`src/trpa_pkg.sv`:
```
// ----------------------------------------------------------------------------
// trpa_pkg
// Shared widths, constants, types and a helper function for the tilt unit.
// ----------------------------------------------------------------------------
package trpa_pkg;

    localparam int IN_W              = 16;
    localparam int ROLL_W            = 16;
    localparam int PITCH_W           = 15;
    localparam int S_DATA_W          = 3 * IN_W;
    localparam int M_DATA_W          = 32;
    localparam int IN_SHIFT          = 14;
    localparam int SQ_W              = 2 * IN_W;
    localparam int SQRT_STEPS        = (SQ_W + 2 * IN_SHIFT) / 2;
    localparam int ROOT_W            = SQRT_STEPS;
    localparam int REM_W             = ROOT_W + 2;
    localparam int VEC_W             = 34;
    localparam int ACC_W             = 26;
    localparam int ROUND_SHIFT       = 9;
    localparam int Q_W               = ACC_W + 1 - ROUND_SHIFT;
    localparam int ATAN_LEN          = 24;
    localparam int CORDIC_STAGES_DEF = 16;

    localparam int DEG180    = 11796480;
    localparam int DEG90     = 5898240;
    localparam int ROLL_LIM  = 23040;
    localparam int PITCH_LIM = 11520;

    // atan(2^-i) in degrees, scaled by 65536 and rounded to nearest.
    localparam int ATAN_TAB [ATAN_LEN] = '{
        2949120, 1740967, 919879, 466945, 234379, 117304, 58666, 29335,
        14668, 7334, 3667, 1833, 917, 458, 229, 115,
        57, 29, 14, 7, 4, 2, 1, 0
    };

    typedef struct packed {
        logic signed [IN_W-1:0] az;
        logic signed [IN_W-1:0] ay;
        logic signed [IN_W-1:0] ax;
    } sample_t;

    typedef struct packed {
        logic [REM_W-1:0]  rem;
        logic [ROOT_W-1:0] root;
        logic [SQ_W-1:0]   bits;
    } sqrt_t;

    typedef struct packed {
        logic signed [VEC_W-1:0] x;
        logic signed [VEC_W-1:0] y;
        logic signed [ACC_W-1:0] acc;
        logic                    hold;
    } vec_t;

    // Handles a zero ordinate and folds a negative abscissa into the right half plane.
    function automatic vec_t vec_setup(input logic signed [VEC_W-1:0] x,
                                       input logic signed [VEC_W-1:0] y);
        vec_t v;
        v.x    = x;
        v.y    = y;
        v.acc  = '0;
        v.hold = 1'b0;
        if (y == '0) begin
            v.hold = 1'b1;
            v.acc  = x[VEC_W-1] ? ACC_W'(DEG180) : '0;
        end else if (x[VEC_W-1]) begin
            if (!y[VEC_W-1]) begin
                v.x   = y;
                v.y   = -x;
                v.acc = ACC_W'(DEG90);
            end else begin
                v.x   = -y;
                v.y   = x;
                v.acc = -ACC_W'(DEG90);
            end
        end
        return v;
    endfunction

endpackage

```
`src/trpa_cordic_cell.sv`:
```
// ----------------------------------------------------------------------------
// trpa_cordic_cell
// One vectoring CORDIC iteration, applied to the roll and the pitch vector.
// ----------------------------------------------------------------------------
module trpa_cordic_cell #(
    parameter int STEP = 0
) (
    input  logic            aclk,
    input  logic            aresetn,
    input  logic            adv,
    input  logic            i_valid,
    input  trpa_pkg::vec_t  i_roll,
    input  trpa_pkg::vec_t  i_pitch,
    output logic            o_valid,
    output trpa_pkg::vec_t  o_roll,
    output trpa_pkg::vec_t  o_pitch
);

    localparam logic signed [trpa_pkg::ACC_W-1:0] ANGLE =
        trpa_pkg::ACC_W'(trpa_pkg::ATAN_TAB[STEP]);

    logic           valid_reg;
    trpa_pkg::vec_t roll_reg;
    trpa_pkg::vec_t pitch_reg;
    trpa_pkg::vec_t roll_next;
    trpa_pkg::vec_t pitch_next;

    function automatic trpa_pkg::vec_t rotate(input trpa_pkg::vec_t v);
        trpa_pkg::vec_t                 r;
        logic signed [trpa_pkg::VEC_W-1:0] xs;
        logic signed [trpa_pkg::VEC_W-1:0] ys;
        r  = v;
        xs = v.x >>> STEP;
        ys = v.y >>> STEP;
        if (!v.hold) begin
            if (!v.y[trpa_pkg::VEC_W-1]) begin
                r.x   = v.x + ys;
                r.y   = v.y - xs;
                r.acc = v.acc + ANGLE;
            end else begin
                r.x   = v.x - ys;
                r.y   = v.y + xs;
                r.acc = v.acc - ANGLE;
            end
        end
        return r;
    endfunction

    always_comb begin
        roll_next  = rotate(i_roll);
        pitch_next = rotate(i_pitch);
    end

    always_ff @(posedge aclk) begin
        if (!aresetn) begin
            valid_reg <= 1'b0;
        end else if (adv) begin
            valid_reg <= i_valid;
        end
    end

    always_ff @(posedge aclk) begin
        if (adv) begin
            roll_reg  <= roll_next;
            pitch_reg <= pitch_next;
        end
    end

    assign o_valid = valid_reg;
    assign o_roll  = roll_reg;
    assign o_pitch = pitch_reg;

endmodule

```
`config.mk`:
```
export PLATFORM = sky130hd
export DESIGN_NAME = trpa_cordic_cell
export DESIGN_NICKNAME = d
export VERILOG_FILES = /design/src/trpa_pkg.sv /design/src/trpa_cordic_cell.sv
export SDC_FILE = /design/constraint.sdc
export NUM_CORES = 1
export LEC_CHECK = 0
export ABC_AREA = 1
export BUFFER_PORTS_ARGS = -buffer_cell sky130_fd_sc_hd__buf_2
export CAP_MARGIN = 20
export CORE_MARGIN = 2
export CORE_UTILIZATION = 40
export CTS_CLUSTER_SIZE = 30
export DETAILED_ROUTE_END_ITERATION = 7
export PLACE_DENSITY = 0.63
export SLEW_MARGIN = 15
export SYNTH_ARGS = -nofsm -noshare
export SYNTH_HDL_FRONTEND = slang
export SYNTH_SLANG_ARGS = --single-unit
```
`constraint.sdc`:
```
create_clock -name aclk -period 7.26 [get_ports aclk]
set_input_delay 1.452 -clock aclk [delete_from_list [all_inputs] [get_ports aclk]]
set_output_delay 1.452 -clock aclk [all_outputs]
set_load 0.01 [all_outputs]
```
Word level (Yosys, flattened, before mapping)
Cells that the tools add are included.
- output and inout port bits: 191
- input port bits: 194
- logic and storage cells: 23
- bits in registers: 191
- $add $sub $neg: 10
- mux-type cells: 4
- operators by type and width (cell ; number):
    $mux W94 ; 4
    $sub A34 B34 Y34 ; 4
    $add A34 B34 Y34 ; 2
    $add A26 B23 Y26 const B ; 2
    $sub A26 B23 Y26 const B ; 2

Logic depth before layout (Yosys ltp)
- depth after elaboration: 3
- mapped depth: 18

Worst setup path before layout
Ideal clock, no wire load.
- path type: input port to flip-flop
- start point: in i_pitch[60] (netlist bit)
- end point: reg pitch_reg (netlist bit o_pitch[23]), data pin
- path buffers: 3
- arrival time: 3322 ps
- stages: 12
- setup slack: 3668 ps
- required time: 6990 ps
- cells stage by stage: clkbuf_1 -> inv_1 -> clkbuf_1 -> clkbuf_1 -> ha_1 -> a21oi_1 -> o21bai_1 -> nand2_1 -> nand2_1 -> a21oi_1 -> xor2_1 -> o21ai_0
- RTL lines (item ; line ; source):
    start, declared ; trpa_cordic_cell.sv:13 ; input trpa_pkg::vec_t i_pitch,
    end signal, assigned ; trpa_cordic_cell.sv:65 ; pitch_reg <= pitch_next;
    end, declared ; trpa_cordic_cell.sv:24 ; trpa_pkg::vec_t pitch_reg;

==> reports/summary.log <==
[synth] flop and latch count out of synthesis 191
[route] antenna-violating nets left 0
[synth] flip-flop cell with the highest count after synthesis edfxtp_1
[power] logic gate share of total power 43.1%
[power] internal power 0.00242 W
[worst_hold_path] hold-critical path depth 2
[layout] multi-input logic area 0.0149 mm^2
[synth] ranking of synthesized cells by area edfxtp_1, nand2_1, ha_1
[timing] final slew viol count 0
[route] total via count in the routed design 25719
[global_route] vias in the first global route 23253
[route] number of remaining DRC errors 0
[synth] combined area of all synthesized cells 0.0236 mm^2
[synth] share of the synthesized area in the top cell type 24.1%
[cts] clock transition at the register clock pins on the worst setup and hold paths after CTS 0.09 ns
[timing] fraction of the cycle the final worst path needs 54.0%
[power] reported net switching power 0.00193 W
[power] Worst VDD drop 0.204 mV
[die] Die Height 247 um
[cts] post-CTS sizing 0
[setup_path] Critical R2R Launch o_valid
[cts] quantity of hold-fixing buffers added after cts 0
[power] power share of the clock group 24.5%
[timing] final hold violation count 0
[status] outcome complete, no violations
[setup_path] Setup crit end kind register
[die] I/O pin cnt 385
[layout] fraction of final layout cells sized beyond drive strength 1 12.7%
[global_route] overall global routing resource usage 30.3%
[cts] Sinks on Clock Net 191
[power] switching portion of total power 44.3%
[cts] clock insertion delay at the later pin of the skew report 0.50 ns
[timing] Final setup violation count 0
[setup_path] Crit Path Class in -> reg
[timing] setup repair after global routing missed its margin false
[setup_path] critical path's largest stage delay 0.61 ns
[placement] total cell area at the placement stage 0.0261 mm^2
[die] starting density of the core 40.3%
[global_route] global-route wire length before repair 139 mm
[placement] RePlAce Congestion 1.01
[global_route] initial antenna violation count 6
[power] static leakage 14.5 nW
[route] DRT Wirelength 94.9 mm
[power] pwr dens 163 mW/mm^2
[synth] fraction of synthesis flops using an asynchronous set or reset pin 0%
[setup_path] CP required 7.52 ns
[route] Pre-Repair DR Iteration Count 6
[layout] filler instances 6281
[placement] Detail Placement HPWL 77.3 mm
[layout] layout overhead on the synthesized area 12.8%
[cts] number of post-CTS setup repair buffers 0
[synth] EDFF count, synth 190
[layout] Final Core Density 45.5%
[timing] total negative setup slack 0 ns
[setup_path] capturing point of the worst reg2reg path o_valid
[die] placement row count 89
[timing] worst clock skew on the final layout 0 ns
[placement] count of input and output buffers 384
[timing] worst slew margin relative to its limit 41.2%
[power] sequential share of power 32.5%
[setup_path] CP startpoint kind primary input
[layout] sequential cell area in the final layout 0.00573 mm^2
[placement] Placed Cells 4861
[layout] Final Instance Area 0.0267 mm^2
[setup_path] worst reg2reg path depth 2
[die] placeable core region 0.0587 mm^2
[synth] number of cells produced by synthesis 3805
[worst_hold_path] hold crit path type reg -> reg
[timing] Tmin final 3.92 ns
[synth] average footprint of a synthesized cell 6.21 um^2
[cts] Max Buffers Root-to-Sink 2
[global_route] overflow left after global routing 0
[route] number of vias per cell after detailed routing 5.26
[timing] worst hold slack across all endpoints 0.546 ns
[cts] CTS Root Buffer Type clkbuf_16
[timing] transition time at the pin with the least slew margin 0.881 ns
[setup_path] last element of the critical path o_pitch[57]
[cts] CTS tree built
[setup_path] standard cell with the maximum stage delay on the critical path buf_4
[global_route] pin count of the biggest net entering global routing 118
[route] wire length per cell after detailed routing 19.4 um
[route] number of DRC violations after detailed-routing iteration 0 2552
[run] maximum capacitance violations 0
[setup_path] register-to-register setup slack 6.60 ns
[setup_path] most frequent CP cell nor2_1
[setup_path] startpoint of the most critical setup path i_pitch[60]
[synth] cell type contributing the most total cell area after synthesis edfxtp_1
[cts] Inserted Clock Buffers 17
[synth] number of distinct standard cells referenced by the synthesized netlist 49
[setup_path] data arrival at the endpoint of the critical path 4.18 ns
[cts] H-tree lvl count 4
[setup_path] peak fanout along the critical path 56
[synth] net count of the mapped netlist 4223
[timing] Highest Clock Rate 0.255 GHz
[die] Die ar. 0.0611 mm^2
[layout] final net count 4525
[synth] Warnings, synthesis 0
[setup_path] critical path cell sequence buf_2, buf_4, inv_1, buf_4, nor2_1, inv_1, buf_16, nor2_1, nor2_1
[layout] final non-filler cell total 4894
[synth] sequential area share after synthesis 24.2%
[die] Chip Width 247 um
-- cells by family (layout without fill, tap and decap cells) --
kind of cell | Yosys count | count (layout) | share of synthesized area [%]
buf+inv | 759 | 1074 | 13.0
flops | 191 | 191 | 24.2
compound gates | 526 | 526 | 12.2
fa+ha+maj | 224 | 224 | 12.1
simple gates | 2031 | 2031 | 35.8
xor+xnor | 74 | 74 | 2.74
other cells | 0 | 1 | 0
-- Yosys cell counts, types with 6 or more instances --
| master | n |
|---|---|
| or2_2 | 7 |
| o211ai_1 | 17 |
| nor2_1 | 306 |
| o21a_1 | 6 |
| nand4_1 | 33 |
| buf_2 | 19 |
| nand2_2 | 21 |
| nand2_1 | 1267 |
| o21bai_1 | 21 |
| ha_1 | 216 |
| o22ai_1 | 15 |
| o21ai_1 | 26 |
| nor2_2 | 20 |
| a21oi_1 | 229 |
| clkbuf_1 | 35 |
| o21ai_0 | 163 |
| buf_1 | 14 |
| a31oi_1 | 19 |
| inv_1 | 625 |
| a21o_1 | 6 |
| xor2_1 | 64 |
| nand3_1 | 316 |
| inv_2 | 17 |
| buf_4 | 43 |
| fa_1 | 8 |
| nor3_1 | 17 |
| edfxtp_1 | 190 |
| nor4_2 | 6 |
| and2_1 | 10 |
| nand3b_1 | 6 |
| xnor2_1 | 10 |
-- worst min-delay path by stage --
stage               slack (ns)  endpoint     from
floorplan                 0.56   o_valid  o_valid
global placement          0.53   o_valid  o_valid
detailed placement        0.52   o_valid  o_valid
CTS                       0.55   o_valid  o_valid
global route              0.60   o_valid  o_valid
finish                    0.55   o_valid  o_valid
-- power by group through the flow --
| stage | Clock [W] | Combinational (W) | Sequential (W) |
|---|---|---|---|
| after floorplan | 0 | 0.00111 | 0.00149 |
| after global placement | 0 | 0.00182 | 0.00144 |
| after detailed placement | 0 | 0.00183 | 0.00143 |
| after CTS | 0.00109 | 0.00184 | 0.00141 |
| after global routing | 0.00112 | 0.00206 | 0.00142 |
| final | 0.00106 | 0.00187 | 0.00141 |
-- layout by cell type, fill, tap and decap left out, drive strengths merged, types with 19 or more instances in the layout --
master and n:
nand4 33, nand3 320, inv 652, buf 397
edfxtp 190, nor2 329, a31oi 19, a21oi 233
ha 216, o21bai 21, nor3 20, o21ai 194
nand2 1288, xor2 64
-- worst max-delay path: cells and delay by family --
kind | cells | cell delay, ns
buffers and inverters | 6 | 2.12
AND/OR/NAND/NOR | 3 | 0.57
-- layout make-up --
cell class / count / share of cell area [%]
antenna: 1 / 0.00938
clock inverter: 15 / 0.746
timing repair buffer: 398 / 7.83
inverter: 644 / 9.06
clock buffer: 17 / 1.59
sequential: 191 / 21.5
tap: 773 / 3.63
multi-input combinational: 2855 / 55.7
-- layer usage --
metal	part of all wire (%)	global-route usage, %	vias to the layer above
li1	-	-	12682
met1	45	44.0	11728
met2	43	45.9	1186
met3	9.8	5.36	113
met4	2.1	8.01	10
met5	0.079	0	-
-- metrics by stage --
stage | total power [W] | worst slack [ns]
2_1_floorplan | 0.00259 | 3.67
3_3_place_gp | 0.00326 | 2.86
3_5_place_dp | 0.00326 | 2.91
6_report | 0.00435 | 3.34
5_1_grt | 0.00460 | 3.20
4_1_cts | 0.00434 | 3.45
-- flip-flops by register name, indices dropped and copies added, names as in the netlist --
register,count
o_valid,1
o_pitch,95
o_roll,95
Note: power is estimated with default switching activity, not from simulation.
