## src/trpa_pkg.sv

```systemverilog
// ----------------------------------------------------------------------------
// trpa_pkg
// Shared widths, constants, types and a helper function for the tilt unit.
// ----------------------------------------------------------------------------
package trpa_pkg;

    localparam int IN_W              = 16;
    localparam int ROLL_W            = 16;
    localparam int PITCH_W           = 15;
    localparam int S_DATA_W          = 3 * IN_W;
    localparam int M_DATA_W          = 32;
    localparam int IN_SHIFT          = 14;
    localparam int SQ_W              = 2 * IN_W;
    localparam int SQRT_STEPS        = (SQ_W + 2 * IN_SHIFT) / 2;
    localparam int ROOT_W            = SQRT_STEPS;
    localparam int REM_W             = ROOT_W + 2;
    localparam int VEC_W             = 34;
    localparam int ACC_W             = 26;
    localparam int ROUND_SHIFT       = 9;
    localparam int Q_W               = ACC_W + 1 - ROUND_SHIFT;
    localparam int ATAN_LEN          = 24;
    localparam int CORDIC_STAGES_DEF = 16;

    localparam int DEG180    = 11796480;
    localparam int DEG90     = 5898240;
    localparam int ROLL_LIM  = 23040;
    localparam int PITCH_LIM = 11520;

    // atan(2^-i) in degrees, scaled by 65536 and rounded to nearest.
    localparam int ATAN_TAB [ATAN_LEN] = '{
        2949120, 1740967, 919879, 466945, 234379, 117304, 58666, 29335,
        14668, 7334, 3667, 1833, 917, 458, 229, 115,
        57, 29, 14, 7, 4, 2, 1, 0
    };

    typedef struct packed {
        logic signed [IN_W-1:0] az;
        logic signed [IN_W-1:0] ay;
        logic signed [IN_W-1:0] ax;
    } sample_t;

    typedef struct packed {
        logic [REM_W-1:0]  rem;
        logic [ROOT_W-1:0] root;
        logic [SQ_W-1:0]   bits;
    } sqrt_t;

    typedef struct packed {
        logic signed [VEC_W-1:0] x;
        logic signed [VEC_W-1:0] y;
        logic signed [ACC_W-1:0] acc;
        logic                    hold;
    } vec_t;

    // Handles a zero ordinate and folds a negative abscissa into the right half plane.
    function automatic vec_t vec_setup(input logic signed [VEC_W-1:0] x,
                                       input logic signed [VEC_W-1:0] y);
        vec_t v;
        v.x    = x;
        v.y    = y;
        v.acc  = '0;
        v.hold = 1'b0;
        if (y == '0) begin
            v.hold = 1'b1;
            v.acc  = x[VEC_W-1] ? ACC_W'(DEG180) : '0;
        end else if (x[VEC_W-1]) begin
            if (!y[VEC_W-1]) begin
                v.x   = y;
                v.y   = -x;
                v.acc = ACC_W'(DEG90);
            end else begin
                v.x   = -y;
                v.y   = x;
                v.acc = -ACC_W'(DEG90);
            end
        end
        return v;
    endfunction

endpackage

```

## src/trpa_sqrt_cell.sv

```systemverilog
// ----------------------------------------------------------------------------
// trpa_sqrt_cell
// One digit step of the integer square root: two radicand bits in, one root bit out.
// ----------------------------------------------------------------------------
module trpa_sqrt_cell (
    input  logic               aclk,
    input  logic               aresetn,
    input  logic               adv,
    input  logic               i_valid,
    input  trpa_pkg::sqrt_t    i_sq,
    input  trpa_pkg::sample_t  i_smp,
    output logic               o_valid,
    output trpa_pkg::sqrt_t    o_sq,
    output trpa_pkg::sample_t  o_smp
);

    logic                       valid_reg;
    trpa_pkg::sqrt_t            sq_reg;
    trpa_pkg::sqrt_t            sq_next;
    trpa_pkg::sample_t          smp_reg;
    logic [trpa_pkg::REM_W+1:0] cur;
    logic [trpa_pkg::REM_W+1:0] trial;
    logic [trpa_pkg::REM_W+1:0] diff;

    always_comb begin
        cur   = {i_sq.rem, i_sq.bits[trpa_pkg::SQ_W-1 -: 2]};
        trial = {2'b00, i_sq.root, 2'b01};
        diff  = cur - trial;
        sq_next.bits = {i_sq.bits[trpa_pkg::SQ_W-3:0], 2'b00};
        if (cur >= trial) begin
            sq_next.rem  = diff[trpa_pkg::REM_W-1:0];
            sq_next.root = {i_sq.root[trpa_pkg::ROOT_W-2:0], 1'b1};
        end else begin
            sq_next.rem  = cur[trpa_pkg::REM_W-1:0];
            sq_next.root = {i_sq.root[trpa_pkg::ROOT_W-2:0], 1'b0};
        end
    end

    always_ff @(posedge aclk) begin
        if (!aresetn) begin
            valid_reg <= 1'b0;
        end else if (adv) begin
            valid_reg <= i_valid;
        end
    end

    always_ff @(posedge aclk) begin
        if (adv) begin
            sq_reg  <= sq_next;
            smp_reg <= i_smp;
        end
    end

    assign o_valid = valid_reg;
    assign o_sq    = sq_reg;
    assign o_smp   = smp_reg;

endmodule

```

## config.mk

```make
export PLATFORM = sky130hd
export DESIGN_NAME = trpa_sqrt_cell
export DESIGN_NICKNAME = d
export VERILOG_FILES = /design/src/trpa_pkg.sv /design/src/trpa_sqrt_cell.sv
export SDC_FILE = /design/constraint.sdc
export NUM_CORES = 1
export LEC_CHECK = 0
export ABC_CLOCK_PERIOD_IN_PS = 4300
export BUFFER_PORTS_ARGS = -buffer_cell sky130_fd_sc_hd__buf_2
export CAP_MARGIN = 40
export CORE_MARGIN = 1
export CORE_UTILIZATION = 48
export DETAILED_ROUTE_END_ITERATION = 8
export MAX_ROUTING_LAYER = met4
export PLACE_DENSITY = 0.81
export SLEW_MARGIN = 30
export SYNTH_ARGS = -nofsm -noshare
export SYNTH_HDL_FRONTEND = slang
export SYNTH_SLANG_ARGS = --single-unit
export TNS_END_PERCENT = 20
```

## constraint.sdc

```tcl
create_clock -name aclk -period 4.3 [get_ports aclk]
set_clock_uncertainty 0.15 [all_clocks]
set_input_delay 0.86 -clock aclk [delete_from_list [all_inputs] [get_ports aclk]]
set_output_delay 0.86 -clock aclk [all_outputs]
set_load 0.05 [all_outputs]
```

======== Word-level counts from Yosys, hierarchy flattened ========
Index checks and enable logic that the tools add are counted.
storage, ports and cells
  bits in registers ....................... 141
  latch bits .............................. 0
  bits in writable memories ............... 0
  memory bits (read-only) ................. 0
  input bits .............................. 146
  output and inout bits ................... 143
  word-level logic and storage cells ...... 10
  memories ................................ 0
cells by class
  add/subtract/negate cells ............... 1
  $mul .................................... 0
  divide/modulo/power cells ............... 0
  order comparisons ....................... 1
  eq/ne operators ......................... 0
  shift-type cells ........................ 0
  mux-type cells .......................... 1
  bitwise operators ....................... 0
  reduce and logical (&&, ||, !) cells .... 0
operator list
  cell                                              number
  62-bit two-way mux                                1
  34-bit by 32-bit >= comparator with 1-bit output  1
  32-bit subtractor                                 1

======== Longest topological paths before layout ========
Gate-level depths: netlist of run 1.
  word-level depth ........................ 2
  mapped depth ............................ 12
  mapped depth without buffers ............ 10

======== Worst setup path before layout of run 1 ========
OpenSTA, ideal clock, no wires.
  path kind ............................... input-to-reg
  start ................................... input port i_sq[43] (netlist name)
  end ..................................... register sq_reg, in the netlist o_sq[85] (data pin)
  setup time .............................. 260 ps
  arrival time ............................ 3,115 ps
  required time ........................... 3,890 ps
  slack ................................... 775 ps
  cell stages on the path ................. 12
  path buffers ............................ 2
  cells stage by stage .................... inv_1 ha_1 clkbuf_1 a211o_1 a211oi_1 nor3b_1 o21ai_1 o211ai_1 a21o_1 a21oi_2 buf_4 mux2_2
RTL lines
  element               RTL line              RTL
  from (decl)           trpa_sqrt_cell.sv:10  input trpa_pkg::sqrt_t i_sq,
  to (signal assigned)  trpa_sqrt_cell.sv:49  sq_reg <= sq_next;
  to (decl)             trpa_sqrt_cell.sv:18  trpa_pkg::sqrt_t sq_reg;

==> summary.md, run 1 <==
| Metric | Value |
|---|---|
| Vias in the first global route | 5013 |
| Residual DRC count | 0 |
| CTS tree | yes |
| CP max-delay cell | mux2_2 |
| FMAX | between 200 and 300 MHz |
| Biggest area consumer among synthesized cells | edfxtp_1 |
| WP data arrival | ~3.5 ns |
| Largest net degree at the start of global routing | between 50 and 60 |
| Hold Fails Final Rpt | 0 |
| Hold Path Class | flop to flop |
| Vias/cell | ~5.2 |
| Slew @ Worst Pin | 0.599 ns |
| Syn Inst Count | around 480 |
| R2R depth | 2 |
| Routed WL | about 18000 µm |
| First-pass GRT wire length | 27100 µm |
| CP max stage delay | roughly 0.37 ns |
| Worst Path Max Fanout | 17 |
| Crit path required time | between 4 and 5 ns |
| P_leak | 3.90 nW |
| Die height | ~120 µm |
| Post-Syn Area per Cell | about 14 µm² |
| Max-cap viol count | 0 |
| Share of the synthesized area in the top cell type | 0.641 |
| Core Util, Final | 0.663 |
| Post-Syn Area | approximately 0.0066 mm² |
| Hold path start | o_valid |
| Synth Register Bits | roughly 140 |
| Critical R2R Capture | o_valid |
| Die Wd | around 120 µm |
| Maximum buffer depth of the clock tree | 2 |
| Cts bufs inserted | 17 |
| Layout area overhead | 34.5% |
| H-tree depth | 4 |
| CP endpoint kind | flop |
| Pwr dens | between 400 and 500 mW/mm² |
| Crit start category | input port |
| Worst skew pair latency | 0.41 ns |
| Final ANT Viol Nets | 0 |
| Max VDD drop | around 250 µV |
| Share of cells above drive strength 1 | 0.451 |
| Worst R2R Start | o_valid |
| First DRT Iteration DRCs | around 360 |
| Sequential area share after synthesis | 0.644 |
| Asr flop ratio synth | 0 |
| Final GP Congestion | ~0.85 |
| Outcome | complete, no violations |
| Most used DFF post-synth | edfxtp_1 |
| Synth cell types | 52 |
| Root Buffer | clkbuf_16 |
| Post-synth top cells | edfxtp_1, inv_1, ha_1, mux2_2, a21oi_1 |
| Grt total ovfl | 0 |
| Rel. slew slack | 0.597 |
| CTS Hold Bufs | 0 |
| All-Layer GR Usage | 0.264 |
| Top-count cell post-synth | edfxtp_1 |
| FF-to-FF setup slack | around 3.5 ns |
| First-pass DRT Iterations | 4 |
| Hold-critical path endpoint | o_valid |
| Synth area leaders | edfxtp_1, ha_1, mux2_2 |
| Core ar. | 0.0133 mm² |
| Critical path, cell by cell | buf_2 -> inv_1 -> ha_1 -> nor2b_1 -> o2111ai_1 -> nand4_1 -> a31oi_1 -> o211ai_1 -> a21o_1 -> a21oi_4 -> buf_4 -> mux2_2 |
| Design Power | roughly 0.0044 W |
| Final count of pins violating max slew | 0 |
| TNS Setup | 0 ns |
| Postcts setup bufs | 0 |
| Wirelength per Cell | around 19 µm |
| Via count | between 5000 and 6000 |
| Port Buffers | between 200 and 300 |
| EDFF count, synth | between 100 and 150 |
| Die Footprint | ~0.014 mm² |
| Initial core utilization | 0.493 |
| CTS resizes | 0 |
| Layout Nets | 950 |
| Initial antenna violation count | 5 |
| Setup-failing EPs final | 0 |
| # rows | 42 |
| Num Clock Sinks | about 140 |
| Hold Crit Depth | 2 |
| RSZ-0062 raised after global routing | false |
| Minimum clock period | 3.51 ns |
| Syn. warnings | 0 |
| Post-DP HPWL | 13500 µm |
| Tcrit/Tclk final | 0.817 |
| Critical path type | input port to flop |
| Clock transition at path regs | 0.06 ns |
| I/O pin count | between 200 and 300 |
[registers in the layout, summed over array words and instances (netlist names)]
signal,cells
o_sq,92
o_valid,1
o_smp,48
[cell families after synthesis]
kind of cell               count (synthesis)  synth area share
other                                      1          0.000572
muxes                                     31            0.0527
AOI/OAI and AO/OA                         97            0.0989
DFF                                      141             0.644
and+or+nand+nor                           94            0.0716
buffers and inverters                     54            0.0361
adders and majority gates                 32            0.0611
xor gates and xnor gates                  26            0.0347
[final cells by class]
class	instances	area, µm²
fill	999	4480
sequential	141	4220
multi-input combinational	282	2110
timing repair buffer	290	1480
clock buffer	19	433
tap	176	220
clock inverter	13	188
inverter	40	150
antenna	5	12.5
[metrics by stage]
step                      setup WS [ns]  hold slack (ns)  cells  area [µm²]
after floorplan                   0.775            0.593    477        6560
after global placement            0.489            0.371    929        8180
after detailed placement          0.379            0.364    929        8180
after CTS                         0.790            0.396    961        8800
after global routing              0.561            0.447    966        8810
final                             0.788            0.398    966        8810
[worst max-delay path: cells and delay by family]
kind | cells | cell delay [ns]
AOI/OAI and AO/OA | 5 | 1.18
muxes | 1 | 0.37
buffers and inverters | 3 | 0.43
adders and majority gates | 1 | 0.35
and+or+nand+nor | 2 | 0.30
[how the worst max path moves through the flow]
stage / end / depth (start not counted) / slack (ns) / startpoint
detailed placement: o_sq[77] / 12 / 0.38 / i_sq[32]
CTS: o_sq[77] / 12 / 0.79 / i_sq[32]
floorplan: o_sq[85] / 12 / 0.77 / i_sq[43]
global route: o_sq[77] / 12 / 0.56 / i_sq[32]
global placement: o_sq[93] / 11 / 0.49 / i_sq[36]
finish: o_sq[77] / 12 / 0.79 / i_sq[32]
[layer usage]
metal / global-route usage / up-vias / routed length [µm]
met5: - / - / 0
met1: 0.296 / 2420 / 7170
li1: - / 2391 / -
met2: 0.455 / 225 / 9430
met4: 0.0791 / 0 / 267
met3: 0.0790 / 19 / 1200
[layout by cell type, fill, tap and decap left out, types with 4 or more instances in the layout]
master,n
xor2_1,8
edfxtp_1,140
a21o_1,11
mux2_2,28
or3_1,4
bufinv_16,4
nand2_1,18
ha_1,32
xnor2_1,18
o21ai_0,18
nor2_1,24
diode_2,5
a21oi_1,27
nor2b_1,5
clkbuf_16,17
buf_2,285
nand4_1,7
o21a_1,4
nand3_1,8
and3_1,5
o21ai_1,4
inv_1,40
nor3_1,8
o21bai_1,4
[report_power, final]
group	switching, W	internal, W	total, W
sequential	0.0000352	0.00167	0.00171
combinational	0.000785	0.000308	0.00109
clock	0.000572	0.000975	0.00155
total	0.00139	0.00296	0.00435
Power figures use the tool's default switching activity.
==> run 2: changes to the inputs <==
--- a/config.mk
+++ b/config.mk
@@ -5,7 +5,7 @@
 export SDC_FILE = /design/constraint.sdc
 export NUM_CORES = 1
 export LEC_CHECK = 0
-export ABC_CLOCK_PERIOD_IN_PS = 4300
+export ABC_CLOCK_PERIOD_IN_PS = 3600
 export BUFFER_PORTS_ARGS = -buffer_cell sky130_fd_sc_hd__buf_2
 export CAP_MARGIN = 40
 export CORE_MARGIN = 1
==> constraint.sdc (replaced) <==
create_clock -name aclk -period 3.6 [get_ports aclk]
set_clock_uncertainty 0.15 [all_clocks]
set_input_delay 0.72 -clock aclk [delete_from_list [all_inputs] [get_ports aclk]]
set_output_delay 0.72 -clock aclk [all_outputs]
set_load 0.05 [all_outputs]
==> summary.md, run 2 (same netlist as run 1, synthesis figures left out) <==
| Metric | Value |
|---|---|
| Outcome | complete, no violations |
| TNS Setup | 0 ns (unchanged) |
| Postcts setup bufs | 0 (unchanged) |
| First-pass GRT wire length | 27400 µm (+1.1%) |
| Die Footprint | 0.0141 mm² (unchanged) |
| Crit start category | input port |
| Setup-failing EPs final | 0 (unchanged) |
| Initial antenna violation count | 2 (-3) |
| Residual DRC count | 0 (unchanged) |
| Largest net degree at the start of global routing | 65 (+16%) |
| # rows | 42 (unchanged) |
| Tcrit/Tclk final | 0.883 |
| Most common cell after layout, fill and taps aside | buf_2 |
| Critical path's top delay family | compound AO/OA/AOI/OAI gates |
| Final count of pins violating max slew | 0 (unchanged) |
| I/O pin count | 289 (unchanged) |
| Max-cap viol count | 0 (unchanged) |
| Via count | 5115 (+1.2%) |
| Root Buffer | clkbuf_16 |
| Die height | 119 µm (unchanged) |
| Routed WL | 17900 µm (-0.73%) |
| Hold Fails Final Rpt | 0 (unchanged) |
| CP max stage delay | 0.35 ns (-0.02 ns) |
| Critical Path Stages | 12 (unchanged) |
| All-Layer GR Usage | 0.266 (+0.00224) |
| CP max-delay cell | mux2_2 |
| H-tree depth | 4 (unchanged) |
| Max reg flops | 92 (unchanged) |
| P_leak | 4.00 nW (+2.7%) |
| FF-to-FF setup slack | 2.83 ns (-0.70 ns) |
| Area of the multi-input gates | 0.00211 mm² (unchanged) |
| Core ar. | 0.0133 mm² (unchanged) |
| Rel. slew slack | 0.593 (-0.00395) |
| Worst skew pair latency | 0.42 ns (about the same) |
| Crit path required time | 3.62 ns (-0.69 ns) |
| Layout area overhead | 37.1% |
| FMAX | between 300 and 400 MHz |
| Minimum clock period | about 3.2 ns |
| Worst Path Max Fanout | 18 (+1) |
| Port Buffers | 286 (unchanged) |
| Die Wd | 119 µm (unchanged) |
| Critical path type | input port to flop |
| CTS Hold Bufs | 0 (unchanged) |
| Most frequent cells in the layout | buf_2, edfxtp_1, inv_1, ha_1, mux2_2 |
| Core Util, Final | 0.676 (+0.0130) |
| Hold Path Class | input port to flop |
| Final ANT Viol Nets | 0 (unchanged) |
| Share of cells above drive strength 1 | 0.462 (+0.0110) |
| Vias in the first global route | 5073 (+1.2%) |
| Critical path, cell by cell | buf_2 -> inv_1 -> ha_1 -> a211o_1 -> a211oi_1 -> nor3b_1 -> o21ai_1 -> o211ai_1 -> a21o_1 -> a21oi_4 -> buf_12 -> mux2_2 |
| First-pass DRT Iterations | 5 (+1) |
| Cts bufs inserted | 17 (unchanged) |
| Initial core utilization | 0.493 (unchanged) |
| Final hold slack | 0.323 ns (-0.0752 ns) |
| Maximum buffer depth of the clock tree | 2 (unchanged) |
| Layout Nets | 966 (+1.7%) |
| RSZ-0062 raised after global routing | false |
| Slew @ Worst Pin | 0.605 ns (+0.00587 ns) |
| Final GP Congestion | 0.938 (+10%) |
| Num Clock Sinks | 141 (unchanged) |
| Clock transition at path regs | 0.06 ns (about the same) |
| CTS tree | yes |
| First DRT Iteration DRCs | 437 (+21%) |
| Max VDD drop | 272 µV (+9.0%) |
| Post-DP HPWL | 13800 µm (+2.3%) |
| Hold Crit Depth | 1 (-1) |
| Filler Cells Inserted | 981 (-1.8%) |
| Register Area | 0.00422 mm² (unchanged) |
| Pwr dens | 591 mW/mm² (+20%) |
| CTS resizes | 0 (unchanged) |
| Wirelength per Cell | 18.3 µm (-2.0%) |
| R2R depth | 2 (unchanged) |
| Grt total ovfl | 0 (unchanged) |
| Design Power | 0.00531 W (+22%) |
| CP endpoint kind | flop |
| CP Buf/Inv Count | 3 (unchanged) |
| WP data arrival | 3.20 ns (-0.32 ns) |
| Vias/cell | 5.22 (-0.16%) |
-- run 2: metal layers --
layer / GRT usage / wire (µm)
met5: - / 0
met2: 0.467 / 9370
met1: 0.305 / 7100
met4: 0.0680 / 304
met3: 0.0661 / 1160
-- run 2: worst reg2reg max path: cells and delay by family (launching register included) --
family	cells	cell delay, ns
multiplexers	1	0.13
flip-flops	1	0.31
AND/OR/NAND/NOR	1	0.07
-- run 2: area by class of cell --
| class | instances | share of cell area |
|---|---|---|
| multi-input cells | 282 | 0.234 |
| diodes | 2 | 0.000557 |
| clock buffers | 20 | 0.0497 |
| well taps | 176 | 0.0245 |
| inverters | 40 | 0.0167 |
| flip-flops and latches | 141 | 0.470 |
| clock inverters | 12 | 0.0233 |
| repair buffers | 306 | 0.181 |
-- run 2: worst paths after layout --
| kind | from | endpoint |
|---|---|---|
| worst min register to register | o_valid | o_valid |
| worst max register to register | o_valid | o_valid |
| worst max-delay path | i_sq[43] | o_sq[68] |
| worst min-delay path | i_sq[4] | o_sq[6] |
-- run 2: power by group --
group	internal [W]	switching (W)	leakage [nW]	total [W]
combinational	0.000391	0.000946	2.31	0.00134
sequential	0.00200	0.0000387	1.38	0.00204
clock	0.00126	0.000680	0.317	0.00194
total	0.00365	0.00166	4.00	0.00531
-- run 2: per-stage QoR --
stage	area, µm²	setup WS, ns	cells
floorplan	6560	0.215	477
global placement	8330	0.105	945
detailed placement	8330	0.0146	945
CTS	8980	0.446	977
global route	8990	0.282	979
finish	8990	0.422	979
